## src/hdl/assert_macros.svh

```systemverilog
// ----------------------------------------------------------------------------
// Assertion macros
// Concurrent assertion wrappers; define ASSERT_OFF to compile them out.
// ----------------------------------------------------------------------------
`ifndef ASSERT_MACROS_SVH
`define ASSERT_MACROS_SVH
`ifndef ASSERT_OFF
// same-cycle implication
`define ASSERT_IMPLIES(lbl, clk, rst, ante, cons) \
  lbl: assert property (@(posedge clk) disable iff (rst) (ante) |-> (cons)) \
    else $error("assertion failed");
// next-cycle implication
`define ASSERT_NEXT(lbl, clk, rst, ante, cons) \
  lbl: assert property (@(posedge clk) disable iff (rst) (ante) |=> (cons)) \
    else $error("assertion failed");
`else
`define ASSERT_IMPLIES(lbl, clk, rst, ante, cons)
`define ASSERT_NEXT(lbl, clk, rst, ante, cons)
`endif
`endif

```

## src/hdl/hrs_pkg.sv

```systemverilog
// ----------------------------------------------------------------------------
// hrs_pkg
// Types, codes and default report table of the housekeeping scheduler.
// ----------------------------------------------------------------------------
package hrs_pkg;

  localparam int REPORT_COUNT_DEF = 8;
  localparam int MAX_PARAMS_DEF   = 8;
  localparam int STORE_DEPTH_DEF  = 32;
  localparam int MAX_RESULTS      = 64;

  localparam int BASE_W = 8;  // running list offset, up to 16 slots x 8
  localparam int RUN_W  = 7;  // result count per tick, up to MAX_RESULTS

  localparam logic [1:0] CMD_TC    = 2'd0;
  localparam logic [1:0] CMD_TICK  = 2'd1;
  localparam logic [1:0] CMD_STORE = 2'd2;

  localparam logic [7:0] SUB_ENABLE   = 8'd5;
  localparam logic [7:0] SUB_DISABLE  = 8'd6;
  localparam logic [7:0] SUB_INTERVAL = 8'd31;

  localparam logic [1:0] KIND_ACCEPT = 2'd0;
  localparam logic [1:0] KIND_REJECT = 2'd1;
  localparam logic [1:0] KIND_REPORT = 2'd2;

  localparam logic [15:0] EXTRA_ID  = 16'hFFFF;
  localparam logic [15:0] EXTRA_IVL = 16'd60;

  typedef struct packed {
    logic [1:0]  kind;
    logic [15:0] rid;
    logic [4:0]  pid;
    logic [63:0] value;
    logic        has_value;
    logic        last_rep;
  } item_t;

  typedef struct packed {
    logic       wr_en;
    logic [4:0] wr_index;
    logic       rd_en;
    logic [4:0] rd_index;
  } store_req_t;

  function automatic logic [15:0] dflt_id(input logic [3:0] s);
    logic [15:0] v;
    unique case (s)
      4'd0:    v = 16'd0;
      4'd1:    v = 16'd10;
      4'd2:    v = 16'd11;
      4'd3:    v = 16'd100;
      4'd4:    v = 16'd110;
      4'd5:    v = 16'd120;
      4'd6:    v = 16'd200;
      4'd7:    v = 16'd210;
      default: v = EXTRA_ID;
    endcase
    return v;
  endfunction

  function automatic logic dflt_en(input logic [3:0] s);
    logic v;
    unique case (s)
      4'd0, 4'd1, 4'd2: v = 1'b1;
      default:          v = 1'b0;
    endcase
    return v;
  endfunction

  function automatic logic [15:0] dflt_ivl(input logic [3:0] s);
    logic [15:0] v;
    unique case (s)
      4'd0:    v = 16'd10;
      4'd1:    v = 16'd30;
      default: v = EXTRA_IVL;
    endcase
    return v;
  endfunction

  function automatic logic [3:0] dflt_cnt(input logic [3:0] s);
    logic [3:0] v;
    unique case (s)
      4'd0, 4'd1:                         v = 4'd4;
      4'd2:                               v = 4'd5;
      4'd3, 4'd4, 4'd5, 4'd6, 4'd7:       v = 4'd2;
      default:                            v = 4'd0;
    endcase
    return v;
  endfunction

endpackage

```

## src/hdl/hrs_param_store.sv

```systemverilog
// ----------------------------------------------------------------------------
// hrs_param_store
// Parameter value memory, one write and one registered read per cycle.
// ----------------------------------------------------------------------------
module hrs_param_store import hrs_pkg::*; #(
  parameter int STORE_DEPTH = STORE_DEPTH_DEF
) (
  input  logic        clk,
  input  logic        rst,
  input  store_req_t  req,
  input  logic [63:0] wr_data,
  output logic [63:0] rd_data
);

  localparam int AW = $clog2(STORE_DEPTH);

  logic [63:0]            mem [STORE_DEPTH];
  logic [STORE_DEPTH-1:0] valid;
  logic [63:0]            rd_q;
  logic                   rd_ok;
  logic                   wr_hit;
  logic                   rd_hit;
  logic [AW-1:0]          wr_addr;
  logic [AW-1:0]          rd_addr;

  // indices past the depth: writes dropped, reads give zero
  assign wr_hit  = req.wr_en && (32'(req.wr_index) < 32'(STORE_DEPTH));
  assign rd_hit  = 32'(req.rd_index) < 32'(STORE_DEPTH);
  assign wr_addr = AW'(req.wr_index);
  assign rd_addr = AW'(req.rd_index);

  always_ff @(posedge clk) begin
    if (wr_hit) begin
      mem[wr_addr] <= wr_data;
    end
    if (req.rd_en) begin
      rd_q <= mem[rd_addr];
    end
  end

  // never-written entries read as zero
  always_ff @(posedge clk) begin
    if (rst) begin
      valid <= '0;
      rd_ok <= 1'b0;
    end else begin
      if (wr_hit) begin
        valid[wr_addr] <= 1'b1;
      end
      if (req.rd_en) begin
        rd_ok <= rd_hit && valid[rd_addr];
      end
    end
  end

  assign rd_data = rd_ok ? rd_q : 64'd0;

endmodule

```

## src/hdl/housekeeping_report_scheduler_unit.sv

```systemverilog
// ----------------------------------------------------------------------------
// housekeeping_report_scheduler_unit
// Housekeeping report table: telecommand control, periodic report emission.
// ----------------------------------------------------------------------------
// One input transfer is handled at a time. A store write goes straight to the
// parameter memory. A telecommand reads its slot entry, then writes it back
// with the acknowledgement. A tick walks the slot memory slot by slot; each
// fired report emits its parameters (one parameter memory read each) or one
// empty report item, and a closing step ends the run. The walk waits while
// the output side stalls. A result waits in a one-item holding register so
// last_of_run can be set on the final one; the output register lets the next
// input transfer in while it is held. Results past 64 per tick are dropped,
// but counters still advance and clear.
// ----------------------------------------------------------------------------
`include "assert_macros.svh"

module housekeeping_report_scheduler_unit import hrs_pkg::*; #(
  parameter int REPORT_COUNT          = REPORT_COUNT_DEF,
  parameter int MAX_PARAMS_PER_REPORT = MAX_PARAMS_DEF,
  parameter int STORE_DEPTH           = STORE_DEPTH_DEF
) (
  input  logic        clk,
  input  logic        rst,
  input  logic        in_valid,
  output logic        in_ready,
  input  logic [1:0]  cmd,
  input  logic [7:0]  subservice,
  input  logic [15:0] report_id,
  input  logic [15:0] new_interval,
  input  logic [4:0]  store_index,
  input  logic [63:0] store_value,
  output logic        out_valid,
  input  logic        out_ready,
  output logic [1:0]  kind,
  output logic [15:0] out_report_id,
  output logic [4:0]  param_id,
  output logic [63:0] param_value,
  output logic        has_value,
  output logic        last_of_report,
  output logic        last_of_run
);

  localparam int SW = (REPORT_COUNT > 1) ? $clog2(REPORT_COUNT) : 1;

  localparam logic [2:0] ST_IDLE     = 3'd0;
  localparam logic [2:0] ST_TC       = 3'd1;
  localparam logic [2:0] ST_TK_RD    = 3'd2;
  localparam logic [2:0] ST_TK_PAR   = 3'd3;
  localparam logic [2:0] ST_TK_EMPTY = 3'd4;
  localparam logic [2:0] ST_TK_END   = 3'd5;

  logic [2:0]              state;
  logic [SW-1:0]           slot;
  logic                    tc_ok;
  logic [7:0]              tc_sub;
  logic [15:0]             tc_ivl;
  logic [BASE_W-1:0]       base;
  logic [3:0]              j;
  logic [RUN_W-1:0]        n;
  logic [REPORT_COUNT-1:0] enabled;

  // slot memory: {interval, tick counter}; valid bits stand for the defaults
  logic [31:0]             slot_mem [REPORT_COUNT];
  logic [REPORT_COUNT-1:0] slot_valid;
  logic [31:0]             slot_rd;
  logic                    slot_re;
  logic [SW-1:0]           slot_raddr;
  logic                    slot_we;
  logic [31:0]             slot_wdata;

  // holding register and output register
  logic                    pend_valid;
  item_t                   pend;
  item_t                   out_item;
  logic                    out_last_run;

  logic                    in_xfer;
  logic                    out_free;
  logic                    can_push;
  logic                    room;
  logic                    stall;
  logic                    hit;
  logic [SW-1:0]           hit_slot;
  logic                    sub_ok;
  logic [31:0]             entry;
  logic [15:0]             cur_ivl;
  logic [15:0]             cur_cnt;
  logic [15:0]             cnt_inc;
  logic                    fire;
  logic [3:0]              dc;
  logic [3:0]              pcount;
  logic                    last_slot;
  logic                    last_par;
  logic [4:0]              p_index;
  logic [4:0]              p_next;
  logic                    produce;
  logic                    advance;
  item_t                   new_item;
  store_req_t              sreq;
  logic [63:0]             store_rd;

  hrs_param_store #(
    .STORE_DEPTH (STORE_DEPTH)
  ) u_store (
    .clk     (clk),
    .rst     (rst),
    .req     (sreq),
    .wr_data (store_value),
    .rd_data (store_rd)
  );

  assign in_ready = (state == ST_IDLE);
  assign in_xfer  = in_valid && in_ready;
  assign out_free = !out_valid || out_ready;
  assign can_push = !pend_valid || out_free;
  assign room     = n < RUN_W'(MAX_RESULTS);
  assign stall    = room && !can_push;

  assign sub_ok = (subservice == SUB_ENABLE) || (subservice == SUB_DISABLE) ||
                  (subservice == SUB_INTERVAL);

  // id lookup against the fixed id table, lowest slot wins
  always_comb begin
    hit      = 1'b0;
    hit_slot = '0;
    for (int i = REPORT_COUNT - 1; i >= 0; i--) begin
      if (dflt_id(4'(i)) == report_id) begin
        hit      = 1'b1;
        hit_slot = SW'(i);
      end
    end
  end

  // current slot entry, default until first written
  assign entry     = slot_valid[slot] ? slot_rd : {dflt_ivl(4'(slot)), 16'd0};
  assign cur_ivl   = entry[31:16];
  assign cur_cnt   = entry[15:0];
  assign cnt_inc   = (cur_cnt == 16'hFFFF) ? cur_cnt : cur_cnt + 16'd1;
  assign fire      = cnt_inc >= cur_ivl;

  assign dc        = dflt_cnt(4'(slot));
  assign pcount    = (dc > 4'(MAX_PARAMS_PER_REPORT)) ? 4'(MAX_PARAMS_PER_REPORT) : dc;
  assign last_slot = (slot == SW'(REPORT_COUNT - 1));
  assign last_par  = (j == pcount - 4'd1);

  // list entries are consecutive store indices, offset by the earlier slots
  assign p_index = 5'(base + {4'd0, j});
  assign p_next  = 5'(base + {4'd0, j} + 8'd1);

  // memory strobes and item production
  always_comb begin
    slot_re       = 1'b0;
    slot_raddr    = slot;
    slot_we       = 1'b0;
    slot_wdata    = {cur_ivl, 16'd0};
    sreq          = '0;
    sreq.wr_index = store_index;
    sreq.rd_index = p_index;
    produce       = 1'b0;
    advance       = 1'b0;
    new_item      = '{kind: KIND_REPORT, rid: dflt_id(4'(slot)), pid: p_index,
                      value: store_rd, has_value: 1'b1, last_rep: last_par};
    unique case (state)
      ST_IDLE: begin
        if (in_xfer) begin
          if (cmd == CMD_TC) begin
            slot_re    = hit && sub_ok;
            slot_raddr = hit_slot;
          end else if (cmd == CMD_TICK) begin
            slot_re    = 1'b1;
            slot_raddr = '0;
          end else if (cmd == CMD_STORE) begin
            sreq.wr_en = 1'b1;
          end
        end
      end
      ST_TC: begin
        if (out_free && tc_ok) begin
          slot_we    = 1'b1;
          slot_wdata = (tc_sub == SUB_INTERVAL) ? {tc_ivl, cur_cnt} : {cur_ivl, 16'd0};
        end
      end
      ST_TK_RD: begin
        if (enabled[slot]) begin
          slot_we    = 1'b1;
          slot_wdata = fire ? {cur_ivl, 16'd0} : {cur_ivl, cnt_inc};
          // first parameter read goes out with the write-back
          sreq.rd_en = fire && (pcount != 4'd0);
        end
        advance = !(enabled[slot] && fire);
      end
      ST_TK_PAR: begin
        if (!stall) begin
          produce = room;
          if (last_par) begin
            advance = 1'b1;
          end else begin
            sreq.rd_en    = 1'b1;
            sreq.rd_index = p_next;
          end
        end
      end
      ST_TK_EMPTY: begin
        new_item.pid       = 5'd0;
        new_item.value     = 64'd0;
        new_item.has_value = 1'b0;
        new_item.last_rep  = 1'b1;
        if (!stall) begin
          produce = room;
          advance = 1'b1;
        end
      end
      ST_TK_END: begin
      end
      default: begin
      end
    endcase
    if (advance && !last_slot) begin
      slot_re    = 1'b1;
      slot_raddr = slot + SW'(1);
    end
  end

  // slot memory, one read and one write port
  always_ff @(posedge clk) begin
    if (slot_we) begin
      slot_mem[slot] <= slot_wdata;
    end
    if (slot_re) begin
      slot_rd <= slot_mem[slot_raddr];
    end
  end

  always_ff @(posedge clk) begin
    if (state == ST_IDLE && in_xfer && cmd == CMD_TC) begin
      tc_sub <= subservice;
      tc_ivl <= new_interval;
    end
    if (produce) begin
      pend <= new_item;
      if (pend_valid) begin
        out_item <= pend;
      end
    end else if (state == ST_TK_END && pend_valid && out_free) begin
      out_item <= pend;
    end else if (state == ST_TC && out_free) begin
      out_item <= '{kind: tc_ok ? KIND_ACCEPT : KIND_REJECT, rid: 16'd0, pid: 5'd0,
                    value: 64'd0, has_value: 1'b0, last_rep: 1'b0};
    end
  end

  always_ff @(posedge clk) begin
    if (rst) begin
      state        <= ST_IDLE;
      slot         <= '0;
      tc_ok        <= 1'b0;
      base         <= '0;
      j            <= '0;
      n            <= '0;
      slot_valid   <= '0;
      pend_valid   <= 1'b0;
      out_valid    <= 1'b0;
      out_last_run <= 1'b0;
      for (int i = 0; i < REPORT_COUNT; i++) begin
        enabled[i] <= dflt_en(4'(i));
      end
    end else begin
      if (out_valid && out_ready) begin
        out_valid <= 1'b0;
      end
      if (slot_we) begin
        slot_valid[slot] <= 1'b1;
      end
      // a new item pushes the held one out; it is not the last of the run
      if (produce) begin
        pend_valid <= 1'b1;
        n          <= n + RUN_W'(1);
        if (pend_valid) begin
          out_valid    <= 1'b1;
          out_last_run <= 1'b0;
        end
      end
      unique case (state)
        ST_IDLE: begin
          if (in_xfer) begin
            if (cmd == CMD_TC) begin
              tc_ok <= hit && sub_ok;
              slot  <= hit_slot;
              state <= ST_TC;
            end else if (cmd == CMD_TICK) begin
              slot  <= '0;
              base  <= '0;
              j     <= '0;
              n     <= '0;
              state <= ST_TK_RD;
            end
          end
        end
        ST_TC: begin
          if (out_free) begin
            out_valid    <= 1'b1;
            out_last_run <= 1'b1;
            if (tc_ok && tc_sub != SUB_INTERVAL) begin
              enabled[slot] <= (tc_sub == SUB_ENABLE);
            end
            state <= ST_IDLE;
          end
        end
        ST_TK_RD: begin
          if (enabled[slot] && fire) begin
            j     <= '0;
            state <= (pcount == 4'd0) ? ST_TK_EMPTY : ST_TK_PAR;
          end
        end
        ST_TK_PAR: begin
          if (!stall && !last_par) begin
            j <= j + 4'd1;
          end
        end
        ST_TK_EMPTY: begin
        end
        ST_TK_END: begin
          // flush the held item as the final result of the run
          if (!pend_valid) begin
            state <= ST_IDLE;
          end else if (out_free) begin
            out_valid    <= 1'b1;
            out_last_run <= 1'b1;
            pend_valid   <= 1'b0;
            state        <= ST_IDLE;
          end
        end
        default: begin
          state <= ST_IDLE;
        end
      endcase
      if (advance) begin
        base <= base + BASE_W'(pcount);
        j    <= '0;
        if (last_slot) begin
          state <= ST_TK_END;
        end else begin
          slot  <= slot + SW'(1);
          state <= ST_TK_RD;
        end
      end
    end
  end

  assign kind           = out_item.kind;
  assign out_report_id  = out_item.rid;
  assign param_id       = out_item.pid;
  assign param_value    = out_item.value;
  assign has_value      = out_item.has_value;
  assign last_of_report = out_item.last_rep;
  assign last_of_run    = out_last_run;

  // holding register is always drained before the block goes idle
  `ASSERT_IMPLIES(a_idle_no_pend, clk, rst, state == ST_IDLE, !pend_valid)
  // only a tick run holds an item back
  `ASSERT_IMPLIES(a_pend_in_tick, clk, rst, pend_valid, (state != ST_IDLE) && (state != ST_TC))
  // result budget per tick
  `ASSERT_IMPLIES(a_budget, clk, rst, state != ST_IDLE, n <= RUN_W'(MAX_RESULTS))
  // a produced item lands in the holding register
  `ASSERT_NEXT(a_produce_held, clk, rst, produce, pend_valid)
  // a tick transfer starts the slot walk
  `ASSERT_NEXT(a_tick_walk, clk, rst, in_xfer && (cmd == CMD_TICK), state == ST_TK_RD)

endmodule

```

## config.mk

```make
export PLATFORM = sky130hd
export DESIGN_NAME = housekeeping_report_scheduler_unit
export DESIGN_NICKNAME = d
export VERILOG_FILES = /design/src/hdl/hrs_pkg.sv /design/src/hdl/hrs_param_store.sv /design/src/hdl/housekeeping_report_scheduler_unit.sv
export VERILOG_INCLUDE_DIRS = /design/src /design/src/hdl
export SDC_FILE = /design/constraint.sdc
export NUM_CORES = 2
export LEC_CHECK = 0
export BUFFER_PORTS_ARGS = -buffer_cell sky130_fd_sc_hd__buf_2
export CAP_MARGIN = 10
export CELL_PAD_IN_SITES_DETAIL_PLACEMENT = 1
export CELL_PAD_IN_SITES_GLOBAL_PLACEMENT = 2
export CORE_MARGIN = 8
export CORE_UTILIZATION = 42
export CTS_CLUSTER_DIAMETER = 100
export DETAILED_ROUTE_END_ITERATION = 7
export PLACE_DENSITY_LB_ADDON = 0.1
export SYNTH_ARGS = -nofsm -noshare
export SYNTH_HDL_FRONTEND = slang
export SYNTH_SLANG_ARGS = --single-unit
```

## constraint.sdc

```tcl
create_clock -name clk -period 7.73 [get_ports clk]
set_clock_uncertainty 0.15 [all_clocks]
set_input_delay 0.773 -clock clk [delete_from_list [all_inputs] [get_ports clk]]
set_output_delay 0.773 -clock clk [all_outputs]
set_load 0.05 [all_outputs]
```

==> summary.txt <==
I/O Pins - 207
final hold slack - 0.203 ns
Post-Layout Inst Area - 122000 µm²
Synth area leaders - edfxtp_1 (73%), o22ai_1 (2.8%), nand2_1 (2.6%)
top post-synthesis cells by count - edfxtp_1 (2584), nand2_1 (754), o22ai_1 (472)
startpoint types - flip-flop
crit path kind - reg -> reg
die area - 271000 µm²
CP peak stage delay - 0.57 ns
Max-Cap Viols - 0
Worst VDD drop - 0.277 mV
reg2reg setup slack - 0.53 ns
gr ovfl total - 0
measured slew at the worst slew-check pin - 1.30 ns
WL met2 - 179000 µm
routed len/inst - 34.2 µm
vias in the first global route - 70600
RSZ-0062 raised after global routing - no
routed wire length - 377000 µm
# rows - 185
clk_lat worst skew - 0.91 ns
sequential share of the synthesized area - 0.741
CP max stage cell - or4_1
Routed Antenna Nets - 0
die height - 520 µm
# setup viols final - 0
top-count cell post-synth - edfxtp_1
share of cells above drive strength 1 - 0.141
Die W - 520 µm
Max clock buf depth - 4
total vias in the final route - 68900
Reg-to-Reg Start - slot[2]$_SDFF_PP0_
setup TNS - 0 ns
most used flip-flop cell after synthesis - edfxtp_1
Critical Path End Type - flip-flop
CP Buf/Inv Count - 3
run status - completed
GRT Resource Usage Total - 0.270
initial antenna violation count - 50
FF-to-FF path depth - 27
Area after DPL - 113000 µm²
top-area cell type share of the netlist area - 0.726
M1 WL - 160000 µm
worst-path fanout max - 55
minimum clock period - 7.20 ns
maximum clock rate - 139 MHz
placed wire-length estimate - 202000 µm
Synth warnings - 0
uppermost layer routed - met5
DRT iter0 DRCs - 7442
fin. max-slew vios - 0
first-pass GRT wire length - 531000 µm
Worst Setup EP - slot_rd[22]$_DFFE_PP_
Post-synth EDFFs - 2584
routability congestion estimate from global placement - 0.787
cell count after synthesis - 7187
CP dominant cell by count - nand3_1
Final Net Count - 7584
metal3 WL - 24900 µm
drt pass-1 iters - 7
CTS Buf Count - 308
#FFs+latches synth - 2662
initial core utilization - 0.421
clock root buffer - clkbuf_16
clk sink count - 2662
Final Hold Viols - 0
asr flop ratio synth - 0
final worst path period share - 0.932
crit path DAT - 7.70 ns
Area growth syn-to-layout - 14.4%
Syn Area/Cell - 14.9 µm²
worst min path class - in -> reg
Top Family by Delay on Critical Path - simple AND/OR/NAND/NOR gates
PortBufs - 198
CTS clk-pin slew, worst paths - 0.06 ns
Critical Path RT - 8.23 ns
H-tree depth - 5
worst setup path start - slot[2]$_SDFF_PP0_
pwr dens - 354 nW/µm²
number of distinct library cells after synthesis - 97
area leader, netlist - edfxtp_1
Mapped Area - 107000 µm²
core box area - 253000 µm²
reg-to-reg endpoint - slot_rd[22]$_DFFE_PP_
Pleak - 39.9 nW
CP Depth - 27
DRC - 0
post-CTS setup buffer count - 0
via/cell ratio - 6.25
CTS tree - done
Hold Startpoint - store_value[1]
Worst slew margin - 0.131
pin count of the biggest net entering global routing - 140
worst reg2reg max path, stage by stage (launching register included):
cell and delay [ns]:
dfxtp_1 0.53, mux2_2 0.38, a22oi_1 0.24, o221ai_2 0.21, nand2_1 0.18, inv_1 0.06, ha_1 0.24, and3_1 0.19
nand3_1 0.10, nor4_1 0.06, nand3_1 0.08, buf_4 0.19, nand4_1 0.31, nor2_2 0.30, nand3_1 0.16, xor2_1 0.16
nor2_1 0.06, ha_1 0.31, nand2_1 0.10, or4_1 0.57, o31ai_2 0.34, o31a_1 0.23, o21ai_2 0.22, a221o_4 0.54
buf_4 0.36, mux2_1 0.48, o22ai_1 0.16, nor2_1 0.08
cells by family (layout without fill, tap and decap cells):
kind of cell               after synthesis  after routing  synth area share
DFF                                   2662           2662             0.741
other                                    1             24         0.0000351
muxes                                  433            433            0.0473
xor gates and xnor gates                43             43           0.00391
buffers and inverters                  529            982            0.0214
adders and majority gates               36             36           0.00436
AOI/OAI and AO/OA                     1648           1648             0.105
and+or+nand+nor                       1835           1835            0.0775
state kept, by name (all words and copies together), names as in the netlist, 7 cells and up:
signal and flops:
enabled 8, n 7, out_report_id 8, param_value 64
pend 79, slot_mem 256, slot_rd 32, slot_valid 8
tc_ivl 16, tc_sub 8, u_store.mem 2048, u_store.rd_q 64
u_store.valid 32
per-layer routing:
metal,global-route usage,vias to the layer above
met3,0.0364,681
met1,0.372,36700
met4,0.0872,6
met2,0.447,2667
met5,0,-
li1,-,28900
cell usage in the layout (no fill, tap or decap), types with 20 or more instances in the layout:
master	instances
mux4_2	41
a31oi_1	60
a32o_1	28
nand3_1	238
o22ai_1	470
o221ai_1	203
edfxtp_1	2584
clkbuf_16	313
o21ai_1	24
and3_1	80
mux2_2	125
o211ai_1	50
nor4_1	23
bufinv_16	20
clkbuf_1	71
buf_12	40
dlygate4sd3_1	24
clkinv_1	66
a32oi_1	47
nand2_1	751
a221oi_1	22
nor2_4	41
mux2_1	40
a21oi_1	208
a222oi_1	28
buf_2	198
nor3_1	83
dfxtp_1	76
ha_1	32
a211oi_1	65
buf_4	175
nand4_1	58
o21ai_0	280
and2_1	94
nor2_1	344
clkinv_2	39
mux2i_1	227
nor2b_1	47
or3_1	25
report_power, final:
part	leakage, nW	internal, W	switching, W	total (W)
Combinational	11.5	0.00376	0.00848	0.0122
Sequential	23.8	0.0168	0.000366	0.0171
Clock	4.55	0.00808	0.00574	0.0138
cell type report:
type / count / area [µm²]
antenna: 16 / 40.0
multi-input combinational: 4003 / 26000
inverter: 20 / 76.3
timing repair buffer: 438 / 3360
fill: 24500 / 131000
clock buffer: 388 / 8150
clock inverter: 136 / 1140
sequential: 2662 / 79200
tap: 3366 / 4210
worst min path at each step:
stage,end,slack [ns],cells past startpoint
2_1_floorplan,slot_valid[5]$_SDFFE_PP0P_,0.28,2
3_3_place_gp,slot_valid[6]$_SDFFE_PP0P_,0.30,2
3_5_place_dp,slot_valid[5]$_SDFFE_PP0P_,0.31,2
4_1_cts,state[0]$_SDFFE_PP0P_,0.14,4
5_1_grt,u_store.mem[1][34]$_DFFE_PP_,0.19,1
6_report,u_store.mem[19][1]$_DFFE_PP_,0.20,1
what timing repair did:
action | 4_1_cts | 5_1_grt
setup endpoints to repair | 0 | 32
resized for setup | 0 | 3
hold buffers | 24 | 0
hold endpoints to repair | 24 | 0
stage by stage:
step | std cells | util | setup WS, ns | total power (W)
after floorplan | 7194 | - | 0.729 | 0.0250
after detailed placement | 10500 | 0.444 | 0.117 | 0.0297
after global placement | 10500 | 0.444 | 0.319 | 0.0295
after CTS | 11000 | 0.482 | 0.113 | 0.0435
final | 11000 | 0.482 | 0.528 | 0.0432
after global routing | 11000 | 0.482 | 0.00616 | 0.0448
Note: power is estimated with default switching activity, not from simulation.
